### src/hdl/rrle_pkg.sv
package rrle_pkg;

  localparam int unsigned BYTE_W     = 8;
  localparam int unsigned PEND_W     = 6;
  localparam int unsigned CMDQ_DEPTH = 4;

  localparam logic [BYTE_W-1:0] NEWLINE_CODE = 8'h0A;

  // decoded kind of one queued command
  typedef enum logic {
    CMD_RECV = 1'b0,
    CMD_LINE = 1'b1
  } cmd_kind_e;

  // one classified item as it travels from the front to the engine
  typedef struct packed {
    cmd_kind_e         kind;
    logic [BYTE_W-1:0] rx_byte;
    logic [BYTE_W-1:0] cap;      // copy limit, max_len minus one, floored at zero
  } cmd_t;

endpackage

### src/hdl/rrle_if.sv
interface rrle_item_if;
  import rrle_pkg::*;

  logic              valid;
  logic              ready;
  logic              action;
  logic [BYTE_W-1:0] rx_byte;
  logic [BYTE_W-1:0] max_len;

  modport source (output valid, action, rx_byte, max_len, input ready);
  modport sink   (input valid, action, rx_byte, max_len, output ready);
endinterface

interface rrle_result_if;
  import rrle_pkg::*;

  logic              valid;
  logic              ready;
  logic              line_found;
  logic              byte_valid;
  logic [BYTE_W-1:0] line_byte;
  logic              last;
  logic [PEND_W-1:0] pending;

  modport source (output valid, line_found, byte_valid, line_byte, last, pending, input ready);
  modport sink   (input valid, line_found, byte_valid, line_byte, last, pending, output ready);
endinterface

### src/hdl/rrle_cmd_fifo.sv
module rrle_cmd_fifo (
  input  logic          clk_i,
  input  logic          rst_ni,
  input  logic          push_valid_i,
  output logic          push_ready_o,
  input  rrle_pkg::cmd_t push_cmd_i,
  output logic          pop_valid_o,
  input  logic          pop_ready_i,
  output rrle_pkg::cmd_t pop_cmd_o
);
  import rrle_pkg::*;

  localparam int unsigned PW = $clog2(CMDQ_DEPTH);

  cmd_t          slot_q [CMDQ_DEPTH];
  logic [PW-1:0] wr_ptr_q, rd_ptr_q;
  logic [PW:0]   count_q;
  logic          push, pop;

  assign push_ready_o = (count_q != (PW+1)'(CMDQ_DEPTH));
  assign pop_valid_o  = (count_q != '0);
  assign pop_cmd_o    = slot_q[rd_ptr_q];
  assign push         = push_valid_i && push_ready_o;
  assign pop          = pop_valid_o && pop_ready_i;

  always_ff @(posedge clk_i or negedge rst_ni) begin
    if (!rst_ni) begin
      wr_ptr_q <= '0;
      rd_ptr_q <= '0;
      count_q  <= '0;
    end else begin
      if (push) wr_ptr_q <= wr_ptr_q + PW'(1);
      if (pop)  rd_ptr_q <= rd_ptr_q + PW'(1);
      if (push && !pop)      count_q <= count_q + (PW+1)'(1);
      else if (pop && !push) count_q <= count_q - (PW+1)'(1);
    end
  end

  always_ff @(posedge clk_i) begin
    if (push) slot_q[wr_ptr_q] <= push_cmd_i;
  end

endmodule

### src/hdl/rrle_engine.sv
module rrle_engine #(
  parameter int unsigned RX_DEPTH = 64
) (
  input  logic           clk_i,
  input  logic           rst_ni,
  input  logic           cmd_valid_i,
  output logic           cmd_ready_o,
  input  rrle_pkg::cmd_t cmd_i,
  rrle_result_if.source  res
);
  import rrle_pkg::*;

  localparam int unsigned AW = $clog2(RX_DEPTH);

  typedef enum logic [1:0] {
    ST_IDLE,
    ST_SCAN,
    ST_EMIT,
    ST_ONE
  } state_e;

  function automatic logic [AW-1:0] ptr_add(input logic [AW-1:0] a, input logic [AW-1:0] b);
    logic [AW:0] s;
    s = (AW+1)'(a) + (AW+1)'(b);
    if (s >= (AW+1)'(RX_DEPTH)) s = s - (AW+1)'(RX_DEPTH);
    return s[AW-1:0];
  endfunction

  function automatic logic [AW-1:0] ptr_sub(input logic [AW-1:0] a, input logic [AW-1:0] b);
    logic [AW:0] s;
    s = (AW+1)'(a) + (AW+1)'(RX_DEPTH) - (AW+1)'(b);
    if (s >= (AW+1)'(RX_DEPTH)) s = s - (AW+1)'(RX_DEPTH);
    return s[AW-1:0];
  endfunction

  logic [BYTE_W-1:0] mem_q [RX_DEPTH];
  logic [BYTE_W-1:0] rdata_q;

  state_e            state_q, state_d;
  logic [AW-1:0]     wp_q, wp_d, rp_q, rp_d;
  logic [AW-1:0]     pend_q, pend_d;
  logic [AW-1:0]     iss_q, iss_d, chk_q, chk_d;
  logic [AW-1:0]     len_q, len_d, copy_q, copy_d;
  logic [BYTE_W-1:0] cap_q, cap_d;
  logic              found_q, found_d;
  logic              rdv_q, rdv_d;

  logic              out_vld_q, out_vld_d;
  logic              out_found_q, out_found_d;
  logic              out_bvld_q, out_bvld_d;
  logic [BYTE_W-1:0] out_byte_q, out_byte_d;
  logic              out_last_q, out_last_d;
  logic [AW-1:0]     out_pend_q, out_pend_d;

  logic              mem_we, rd_en;
  logic [AW-1:0]     raddr;
  logic [AW-1:0]     chk_inc;
  logic              out_free, stop, take, fin;

  assign chk_inc  = chk_q + AW'(1);
  assign out_free = !out_vld_q || res.ready;

  always_comb begin
    state_d     = state_q;
    wp_d        = wp_q;
    rp_d        = rp_q;
    pend_d      = pend_q;
    iss_d       = iss_q;
    chk_d       = chk_q;
    len_d       = len_q;
    copy_d      = copy_q;
    cap_d       = cap_q;
    found_d     = found_q;
    rdv_d       = rdv_q;
    out_vld_d   = out_vld_q && !res.ready;
    out_found_d = out_found_q;
    out_bvld_d  = out_bvld_q;
    out_byte_d  = out_byte_q;
    out_last_d  = out_last_q;
    out_pend_d  = out_pend_q;
    mem_we      = 1'b0;
    rd_en       = 1'b0;
    raddr       = '0;
    cmd_ready_o = 1'b0;
    stop        = 1'b0;
    take        = 1'b0;
    fin         = 1'b0;

    case (state_q)
      ST_IDLE: begin
        if (cmd_valid_i) begin
          cmd_ready_o = 1'b1;
          if (cmd_i.kind == CMD_RECV) begin
            mem_we = 1'b1;
            wp_d   = ptr_add(wp_q, AW'(1));
          end else begin
            pend_d  = ptr_sub(wp_q, rp_q);
            cap_d   = cmd_i.cap;
            iss_d   = '0;
            chk_d   = '0;
            rdv_d   = 1'b0;
            state_d = ST_SCAN;
          end
        end
      end

      ST_SCAN: begin
        // reads are pipelined: one issued and one checked per cycle
        if (rdv_q) begin
          if (rdata_q == NEWLINE_CODE) begin
            stop    = 1'b1;
            found_d = 1'b1;
            len_d   = chk_inc;
            copy_d  = (BYTE_W'(chk_inc) < cap_q) ? chk_inc : cap_q[AW-1:0];
            iss_d   = '0;
            chk_d   = '0;
            rdv_d   = 1'b0;
            state_d = (copy_d == '0) ? ST_ONE : ST_EMIT;
          end else if (chk_inc == pend_q) begin
            stop    = 1'b1;
            found_d = 1'b0;
            rdv_d   = 1'b0;
            state_d = ST_ONE;
          end else begin
            chk_d = chk_inc;
          end
        end else if (pend_q == '0) begin
          stop    = 1'b1;
          found_d = 1'b0;
          state_d = ST_ONE;
        end
        if (!stop) begin
          if (iss_q < pend_q) begin
            rd_en = 1'b1;
            raddr = ptr_add(rp_q, iss_q);
            iss_d = iss_q + AW'(1);
            rdv_d = 1'b1;
          end else begin
            rdv_d = 1'b0;
          end
        end
      end

      ST_EMIT: begin
        take = rdv_q && out_free;
        if (take) begin
          out_vld_d   = 1'b1;
          out_found_d = 1'b1;
          out_bvld_d  = 1'b1;
          out_byte_d  = rdata_q;
          out_last_d  = (chk_inc == copy_q);
          out_pend_d  = pend_q;
          chk_d       = chk_inc;
          if (chk_inc == copy_q) begin
            fin     = 1'b1;
            rp_d    = ptr_add(rp_q, len_q);
            rdv_d   = 1'b0;
            state_d = ST_IDLE;
          end
        end
        if (!fin && (!rdv_q || take)) begin
          if (iss_q < copy_q) begin
            rd_en = 1'b1;
            raddr = ptr_add(rp_q, iss_q);
            iss_d = iss_q + AW'(1);
            rdv_d = 1'b1;
          end else begin
            rdv_d = 1'b0;
          end
        end
      end

      ST_ONE: begin
        if (out_free) begin
          out_vld_d   = 1'b1;
          out_found_d = found_q;
          out_bvld_d  = 1'b0;
          out_byte_d  = '0;
          out_last_d  = 1'b1;
          out_pend_d  = pend_q;
          if (found_q) rp_d = ptr_add(rp_q, len_q);
          state_d = ST_IDLE;
        end
      end

      default: state_d = ST_IDLE;
    endcase
  end

  always_ff @(posedge clk_i or negedge rst_ni) begin
    if (!rst_ni) begin
      state_q   <= ST_IDLE;
      wp_q      <= '0;
      rp_q      <= '0;
      rdv_q     <= 1'b0;
      out_vld_q <= 1'b0;
    end else begin
      state_q   <= state_d;
      wp_q      <= wp_d;
      rp_q      <= rp_d;
      rdv_q     <= rdv_d;
      out_vld_q <= out_vld_d;
    end
  end

  always_ff @(posedge clk_i) begin
    pend_q      <= pend_d;
    iss_q       <= iss_d;
    chk_q       <= chk_d;
    len_q       <= len_d;
    copy_q      <= copy_d;
    cap_q       <= cap_d;
    found_q     <= found_d;
    out_found_q <= out_found_d;
    out_bvld_q  <= out_bvld_d;
    out_byte_q  <= out_byte_d;
    out_last_q  <= out_last_d;
    out_pend_q  <= out_pend_d;
  end

  // byte store: one write port, one registered read port
  always_ff @(posedge clk_i) begin
    if (mem_we) mem_q[wp_q] <= cmd_i.rx_byte;
    if (rd_en)  rdata_q <= mem_q[raddr];
  end

  assign res.valid      = out_vld_q;
  assign res.line_found = out_found_q;
  assign res.byte_valid = out_bvld_q;
  assign res.line_byte  = out_byte_q;
  assign res.last       = out_last_q;
  assign res.pending    = PEND_W'(out_pend_q);

endmodule

### src/hdl/rx_ring_line_extractor.sv
// rx_ring_line_extractor: receive ring buffer that hands out complete lines
//
// item channel (sink): action 0 stores rx_byte in the ring, action 1 asks for
// one newline-terminated line, copied to at most max_len minus one bytes.
// result channel (source): one beat per copied line byte, last set on the
// final one; a request with no complete line, or an empty copy, answers with
// a single beat that has byte_valid low. pending is the fill before the
// request and repeats on every beat of it.
// a four-entry command queue decouples the front from the engine. a stored
// byte passes through the queue before the engine writes it to the ring. a
// line request first scans the stored bytes (one registered ring read per
// cycle), then sends one result beat per cycle while the receiver keeps up.
// there is no full check: writing past the depth wraps and overwrites.
// reset clears both ring positions and the queue; the ring contents are not
// cleared and need no clearing pass.
// when the receiver stalls the result register holds its beat, the engine
// pauses, and once the queue fills the item channel drops ready.
module rx_ring_line_extractor #(
  parameter int unsigned RX_DEPTH = 64
) (
  input  logic        clk_i,
  input  logic        rst_ni,
  rrle_item_if.sink   item,
  rrle_result_if.source result
);
  import rrle_pkg::*;

  cmd_t front_cmd;
  cmd_t queued_cmd;
  logic q_valid;
  logic q_ready;
  logic push_ready;

  // front: classify the beat and turn max_len into the copy limit
  always_comb begin
    front_cmd.kind    = item.action ? CMD_LINE : CMD_RECV;
    front_cmd.rx_byte = item.rx_byte;
    front_cmd.cap     = (item.max_len == '0) ? '0 : item.max_len - BYTE_W'(1);
  end

  assign item.ready = push_ready;

  rrle_cmd_fifo u_cmd_fifo (
    .clk_i        (clk_i),
    .rst_ni       (rst_ni),
    .push_valid_i (item.valid),
    .push_ready_o (push_ready),
    .push_cmd_i   (front_cmd),
    .pop_valid_o  (q_valid),
    .pop_ready_i  (q_ready),
    .pop_cmd_o    (queued_cmd)
  );

  // back: ring store, line scan and copy out
  rrle_engine #(
    .RX_DEPTH (RX_DEPTH)
  ) u_engine (
    .clk_i       (clk_i),
    .rst_ni      (rst_ni),
    .cmd_valid_i (q_valid),
    .cmd_ready_o (q_ready),
    .cmd_i       (queued_cmd),
    .res         (result)
  );

  // a not-found answer is always a single closing beat without data
  a_notfound_single: assert property (@(posedge clk_i) disable iff (!rst_ni)
    (result.valid && !result.line_found) |-> (result.last && !result.byte_valid))
    else $error("not-found result is not a single empty beat");

  // data beats only come from a found line
  a_byte_needs_line: assert property (@(posedge clk_i) disable iff (!rst_ni)
    (result.valid && result.byte_valid) |-> result.line_found)
    else $error("line byte without a found line");

  // beats without data carry a zero byte
  a_empty_byte_zero: assert property (@(posedge clk_i) disable iff (!rst_ni)
    (result.valid && !result.byte_valid) |-> (result.line_byte == '0))
    else $error("empty beat carries a nonzero byte");

  // the engine only takes a command that the queue offers
  a_pop_with_valid: assert property (@(posedge clk_i) disable iff (!rst_ni)
    q_ready |-> q_valid)
    else $error("command taken from an empty queue");

endmodule
### src/flat_wrapper.sv
// flat-port wrapper written by rule: the top's interface ports become plain ports
module rx_ring_line_extractor_flat import rrle_pkg::*;
#(
  parameter int unsigned RX_DEPTH = 64
)
  (clk_i, rst_ni, item_valid, item_action, item_rx_byte, item_max_len, item_ready, result_valid, result_line_found, result_byte_valid, result_line_byte, result_last, result_pending, result_ready);
  rrle_item_if item_i ();
  rrle_result_if result_i ();
  input  logic clk_i;
  input  logic rst_ni;
  input wire logic [$bits(item_i.valid)-1:0] item_valid;
  input wire logic [$bits(item_i.action)-1:0] item_action;
  input wire logic [$bits(item_i.rx_byte)-1:0] item_rx_byte;
  input wire logic [$bits(item_i.max_len)-1:0] item_max_len;
  output wire logic [$bits(item_i.ready)-1:0] item_ready;
  output wire logic [$bits(result_i.valid)-1:0] result_valid;
  output wire logic [$bits(result_i.line_found)-1:0] result_line_found;
  output wire logic [$bits(result_i.byte_valid)-1:0] result_byte_valid;
  output wire logic [$bits(result_i.line_byte)-1:0] result_line_byte;
  output wire logic [$bits(result_i.last)-1:0] result_last;
  output wire logic [$bits(result_i.pending)-1:0] result_pending;
  input wire logic [$bits(result_i.ready)-1:0] result_ready;
  assign item_i.valid = item_valid;
  assign item_i.action = item_action;
  assign item_i.rx_byte = item_rx_byte;
  assign item_i.max_len = item_max_len;
  assign item_ready = item_i.ready;
  assign result_valid = result_i.valid;
  assign result_line_found = result_i.line_found;
  assign result_byte_valid = result_i.byte_valid;
  assign result_line_byte = result_i.line_byte;
  assign result_last = result_i.last;
  assign result_pending = result_i.pending;
  assign result_i.ready = result_ready;
  rx_ring_line_extractor #(.RX_DEPTH(RX_DEPTH)) u_core (.clk_i(clk_i), .rst_ni(rst_ni), .item(item_i), .result(result_i));
endmodule
### config.mk
export PLATFORM = sky130hd
export DESIGN_NAME = rx_ring_line_extractor_flat
export DESIGN_NICKNAME = d
export VERILOG_FILES = /design/src/hdl/rrle_pkg.sv /design/src/hdl/rrle_if.sv /design/src/hdl/rrle_cmd_fifo.sv /design/src/hdl/rrle_engine.sv /design/src/hdl/rx_ring_line_extractor.sv /design/src/flat_wrapper.sv
export SDC_FILE = /design/constraint.sdc
export NUM_CORES = 1
export LEC_CHECK = 0
export BUFFER_PORTS_ARGS = -buffer_cell sky130_fd_sc_hd__buf_2
export CAP_MARGIN = 20
export CORE_MARGIN = 4
export CORE_UTILIZATION = 47
export DETAILED_ROUTE_END_ITERATION = 7
export GPL_ROUTABILITY_DRIVEN = 0
export PLACE_DENSITY = 0.62
export SLEW_MARGIN = 20
export SYNTH_ARGS = -nofsm -noshare
export SYNTH_HDL_FRONTEND = slang
export SYNTH_SLANG_ARGS = --single-unit
### constraint.sdc
create_clock -name clk_i -period 8.7 [get_ports clk_i]
set_clock_uncertainty 0.05 [all_clocks]
set_input_delay 1.305 -clock clk_i [delete_from_list [all_inputs] [get_ports clk_i]]
set_output_delay 1.305 -clock clk_i [all_outputs]
set_load 0.005 [all_outputs]
* Word level (Yosys, flattened, before mapping) *
Memories as Yosys holds them, arrays and structs flattened. A register that Yosys moved wholly into a read port is not among the register bits.
Cells that the tools add are included.

cells by class
  shifts and indexed selects = 0
  reductions and logical operators = 34
  eq/ne operators = 22
  multipliers = 0
  order comparisons = 7
  add/sub/neg operators = 16
  divide/modulo/power cells = 0
  multiplexer cells = 97
  bitwise gates (word level) = 1

operators by type and width
  operator                                                   count
  2-to-1 mux 6 bit                                           27
  2-to-1 mux 1 bit                                           43
  one-hot mux 6 bit (2 select lines)                         3
  one-hot mux 6 bit (3 select lines)                         2
  greater-or-equal comparator 7 bit (second input constant)  4
  2-to-1 mux 8 bit                                           3
  subtractor 6 x 1 -> 6 bit (second input constant)          4
  2-to-1 mux 2 bit                                           9
  inequality test 2 bit (second input constant)              8
  one-hot mux 8 bit (2 select lines)                         1
  inequality test 3 bit (second input constant)              5
  AND reduction 3 bit                                        5
  AND reduction 5 bit                                        3
  adder 6 x 6 -> 7 bit                                       2
  adder 6 x 1 -> 6 bit (second input constant)               2
  equality test 6 bit                                        2
  logical NOT 6 bit                                          2
  less-than comparator 6 bit                                 2
  one-hot mux 1 bit (2 select lines)                         5
  equality test 8 x 4 -> 1 bit (second input constant)       1
  logical NOT 8 bit                                          1
  less-than comparator 6 x 8 -> 1 bit                        1
  one-hot mux 2 bit (4 select lines)                         1
  subtractor 8 x 1 -> 8 bit (second input constant)          1
  22 further kinds                                           40

word-level totals
  RAM bits = 580
  memories = 2
  ROM bits = 0
  flip-flop bits (word level) = 79
  bits in latches = 0
  input bits = 21

memories
  memory                    words  width  read ports  clocked after memory_dff  write ports  line                 source
  u_core.u_engine.mem_q     64     8      1           1                         1            rrle_engine.sv:36    logic [BYTE_W-1:0] mem_q [RX_DEPTH];
  u_core.u_cmd_fifo.slot_q  4      17     1           0                         1            rrle_cmd_fifo.sv:15  cmd_t slot_q [CMDQ_DEPTH];

* Logic depth before layout (Yosys ltp) *
  depth after elaboration = 9
  depth in mapped cells = 15
  gate-level depth less buffers = 13

* Hierarchy *
A second synthesis with hierarchy kept.

unflattened totals
  cell total of the unflattened synthesis = 1812
  area total of the unflattened synthesis = 28024.4 µm²

modules (own cells, without submodules)
  module                  instances  seq. area each (µm²)  cells an instance  area an instance (µm²)
  rrle_engine             1          17697.0               1660               24907.6
  rrle_cmd_fifo           1          2217.1                124                2906.5
  rx_ring_line_extractor  1          0.0                   28                 210.2

* Worst setup path after synthesis *
No wires, ideal clock.

  path kind = input to register
  start = input port result_ready
  end = register u_core.u_engine.rdata_q[6] (read register of u_core.u_engine.mem_q), data pin
  stages = 9
  arrival time = 3.637 ns
  buffers on the path = 1
  required time = 8.393 ns
  path slack = 4.756 ns
  path through = nor2b_1 > a221o_1 > a311oi_1 > a22o_2 > nand2_2 > inv_2 > clkbuf_1 > nand2_1 > a32o_1

on the way
  longest elaborated chain between the ends = 8
  elaborated cells between the ends (all ways) = 11
  those cells by class = 6 x mux; 5 x reduce/logical

RTL lines
  element                               line                source
  start, declared                       flat_wrapper.sv:22  input wire logic [$bits(result_i.ready)-1:0] result_ready;
  logical OR 1 bit *                    rrle_engine.sv:61   assign out_free = !out_vld_q || res.ready;
  logical AND 1 bit *                   rrle_engine.sv:145  take = rdv_q && out_free;
  2-to-1 mux 1 bit                      rrle_engine.sv:146  if (take) begin
  2-to-1 mux 1 bit                      rrle_engine.sv:89   case (state_q)
  logical NOT 1 bit                     rrle_engine.sv:161  if (!fin && (!rdv_q || take)) begin
  logical AND 1 bit *                   rrle_engine.sv:161
  2-to-1 mux 1 bit *                    rrle_engine.sv:161
  one-hot mux 1 bit (2 select lines) *  rrle_engine.sv:89
  named net u_core.u_engine.rd_en       rrle_engine.sv:55   logic mem_we, rd_en;
  end, declared                         rrle_engine.sv:37   logic [BYTE_W-1:0] rdata_q;

Mark *: on every way through the listed nets, which the timed path passes. The rest lies on a longest branch. The select of a mux whose other input is x is not followed.
A chain may end at the register's enable or synchronous reset.

* Worst setup path in the final report *
  start = register u_core.u_engine.iss_q[3]
  end = register u_core.u_engine.rdata_q[5] (read register of u_core.u_engine.mem_q), data pin

on the way
  longest elaborated chain between the ends = 6
  elaborated cells between the ends (all ways) = 16
  those cells by class = 2 x add/sub; 3 x order compare; 11 x mux

RTL lines
  element                                                                                line                                    source
  start, declared                                                                        rrle_engine.sv:42                       logic [AW-1:0] iss_q, iss_d, chk_q, chk_d;
  start signal, assigned                                                                 rrle_engine.sv:208                      iss_q <= iss_d;
  adder 6 x 6 -> 7 bit                                                                   rrle_engine.sv:24                       s = (AW+1)'(a) + (AW+1)'(b);
  subtractor 6 x 1 -> 6 bit / greater-or-equal comparator 7 bit (equally long branches)  rrle_engine.sv:25                       if (s >= (AW+1)'(RX_DEPTH)) s = s - (AW+1)'(RX_DEPTH);
  2-to-1 mux 6 bit                                                                       rrle_engine.sv:25
  2-to-1 mux 6 bit (on tied branches)                                                    rrle_engine.sv:162, rrle_engine.sv:133
  2-to-1 mux 6 bit (on tied branches)                                                    rrle_engine.sv:161, rrle_engine.sv:132
  one-hot mux 6 bit (2 select lines)                                                     rrle_engine.sv:89

Several ways; a longest one is shown, not always the timed one.

==> metrics.md <==
| Metric | Value |
|---|---|
| Largest family of logic cells by synthesized area | compound AO/OA/AOI/OAI gates |
| DRT iter0 DRCs | 2108 |
| Final Hold Fails | 0 |
| Max stage delay on crit path | 0.76 ns |
| Routed via count | 17688 |
| Clk root buf | clkbuf_16 |
| Grt ovf | 0 |
| YS warnings | 0 |
| Status | finished, final reports clean |
| Die span in x | 254 um |
| Global-route wire length before repair | 115000 um |
| CTS Sinks | 667 |
| Post-Synthesis Cells | 1918 |
| Die Height | 254 um |
| TritonCTS Buffers | 70 |
| Synth Area in XOR/XNOR | 0.0173 |
| Delay-heaviest family, CP | compound AO/OA/AOI/OAI gates |
| I/O pin cnt | 40 |
| Max H-tree Level | 3 |
| Worst path required time | 8.98 ns |
| Seq/Total Area, Yosys | 0.700 |
| Fin nets | 2027 |
| Synthesized Nets | 1986 |
| Synth Area in Simple Gates | 0.0750 |
| Initial antenna violation count | 1 |
| CP endpoint kind | register |
| Part of the cycle the worst path needs | 0.626 |
| Clock Path Buffers | 3 |
| CP Launch Type | register |
| Ratio of cells with drive above 1 in the final layout | 0.131 |
| DRC violations left | 0 |
| Worst slew margin | 0.290 |
| Via-to-Cell Ratio | 6.37 |
| CTS tree | built |
| RSZ-0062 raised after global routing | no |
| Crit path max fanout | 32 |
| Worst-Skew Late Latency | 0.61 ns |
| Final setup viols | 0 |
| Commonest non-fill, non-tap cells in the layout | 644 x edfxtp_1, 150 x nor2_1, 105 x nand2_1 |
| Wire per inst | 28.3 um |
| Flops & latches, synth | 667 |
| CTS clk-pin slew, worst paths | 0.07 ns |
| Mapped Area | 28500 um^2 |
| Initial Utilization | 0.479 |
| Data arrival time of the critical path | 5.72 ns |
| Slowest-stage cell, CP | nand2_1 |
| Syn_area_per_cell | 14.8 um^2 |
| Site row count | 89 |
| Post-CTS Resized | 0 |
| Tmin final | 5.44 ns |
| Mux cell area share after synthesis | 0.0556 |
| Vias in the first global route | 17074 |
| Worst hold path type | register to register |
| Fill count | 4910 |
| Critical path class | register to register |
| Final Util | 0.529 |
| Pre-antenna DRT Iters | 6 |
| Asr flop ratio synth | 0.0345 |
| Worst-path cell chain | ha_1 -> a21oi_1 -> o21ai_0 -> a311oi_1 -> a22o_2 -> buf_4 -> nand2_2 -> inv_2 -> nand2_1 -> a221oi_1 -> o32ai_1 |
| DP HPWL | 49400 um |
| Max-cap violations | 0 |
| FF-to-FF setup slack | 3.26 ns |
| Largest net degree at the start of global routing | 65 |
| Main synth FF type | edfxtp_1 |
| Bufs and invs on worst path | 2 |
| Final Max Slew Viols | 0 |
| Tot GR Track Use | 0.243 |
| Post-CTS setup buffers | 0 |
| Synth cell types | 91 |
| Post-synthesis compound-gate area fraction | 0.105 |
| Fmax | 184 MHz |
| Syn-to-layout area delta | 10.6% |
| Port-buffer cells | 39 |
| Die Footprint | 64600 um^2 |
| Antenna viol nets, final | 0 |
| DRT Wirelength | 78500 um |
| Worst Tran Pin Value | 1.06 ns |
| Most common cell after layout, fill and taps aside | edfxtp_1 |
| Setup TNS Final | 0 ns |
| CORE AREA | 59500 um^2 |
| EDFF count, synth | 644 |
| Synth Area in Adders | 0.0217 |
| CTS Hold Bufs | 0 |
[stage by stage]
stage	cells	cell area [um^2]	hold WS, ns	setup WS, ns
after CTS	2775	31500	0.439	3.33
after global routing	2776	31500	0.481	3.04
after floorplan	1918	28500	0.401	4.76
after detailed placement	2659	29400	0.432	2.83
after global placement	2659	29400	0.424	2.87
final	2777	31500	0.442	3.26
[cell families (layout without fill, tap and decap cells)]
group | count (synthesis) | count (layout)
xor gates and xnor gates | 49 | 49
and+or+nand+nor | 447 | 447
muxes | 127 | 127
other | 0 | 1
adders and majority gates | 47 | 47
AOI/OAI and AO/OA | 415 | 415
DFF | 667 | 667
buffers and inverters | 166 | 251
[cell type report]
type / count / area (um^2) / area share
clock inverter: 27 / 166 / 0.00529
multi-input combinational: 1085 / 7880 / 0.250
sequential: 667 / 19900 / 0.633
antenna: 1 / 2.50 / 0.0000795
inverter: 59 / 221 / 0.00704
clock buffer: 89 / 1850 / 0.0589
tap: 773 / 967 / 0.0307
timing repair buffer: 76 / 470 / 0.0149
[routing by layer]
layer,routed length [um],GRT usage,vias up
li1,-,-,7584
met1,32300,0.345,8931
met2,35200,0.366,991
met3,7650,0.0553,180
met4,3270,0.0980,2
met5,11,0,-
[cell usage after synthesis, types with 12 or more instances]
cell,number,area (um^2)
inv_1,58,218
ha_1,43,538
a221oi_1,21,184
xor2_1,13,114
a21oi_1,65,325
nor2b_1,17,106
o22ai_1,12,75.1
buf_2,17,85.1
mux2i_1,84,841
a31oi_1,15,93.8
nand2_1,105,394
edfxtp_1,644,19300
nor2_1,155,582
nand4_1,21,131
a211oi_1,37,278
mux2_2,20,225
a21o_1,12,90.1
clkbuf_1,63,236
mux4_2,23,518
and3_1,15,93.8
o21ai_0,84,420
a31o_2,12,105
o211ai_1,14,105
xnor2_1,31,272
dfrtp_1,23,576
nand3_1,44,220
nor3_1,29,145
buf_1,13,48.8
[path summary, 6_finish.rpt]
kind,startpoint,depth (start not counted),endpoint
min reg2reg,u_core.u_cmd_fifo.count_q[2],1,u_core.u_cmd_fifo.count_q[2]
max reg2reg,u_core.u_engine.iss_q[3],11,u_core.u_engine.rdata_q[5]
min in group asynchronous,rst_ni,1,u_core.u_cmd_fifo.wr_ptr_q[0]
max in group asynchronous,rst_ni,1,u_core.u_engine.res.valid
min,u_core.u_cmd_fifo.count_q[2],1,u_core.u_cmd_fifo.count_q[2]
max,u_core.u_engine.iss_q[3],11,u_core.u_engine.rdata_q[5]
[sequential cells by signal (all words and copies together), names as in the netlist, 3 cells and up]
signal                         count
u_core.u_cmd_fifo.count_q          3
u_core.u_cmd_fifo.slot_q          68
u_core.u_engine.cap_q              8
u_core.u_engine.chk_q              6
u_core.u_engine.copy_q             6
u_core.u_engine.iss_q              6
u_core.u_engine.len_q              6
u_core.u_engine.mem_q            512
u_core.u_engine.pend_q             6
u_core.u_engine.rdata_q            8
u_core.u_engine.res.line_byte      8
u_core.u_engine.res.pending        6
u_core.u_engine.rp_q               6
u_core.u_engine.wp_q               6
Power is left out: the tool's default activity adds up to more than one toggle a clock period on the data nets, which glitch-free logic cannot reach.
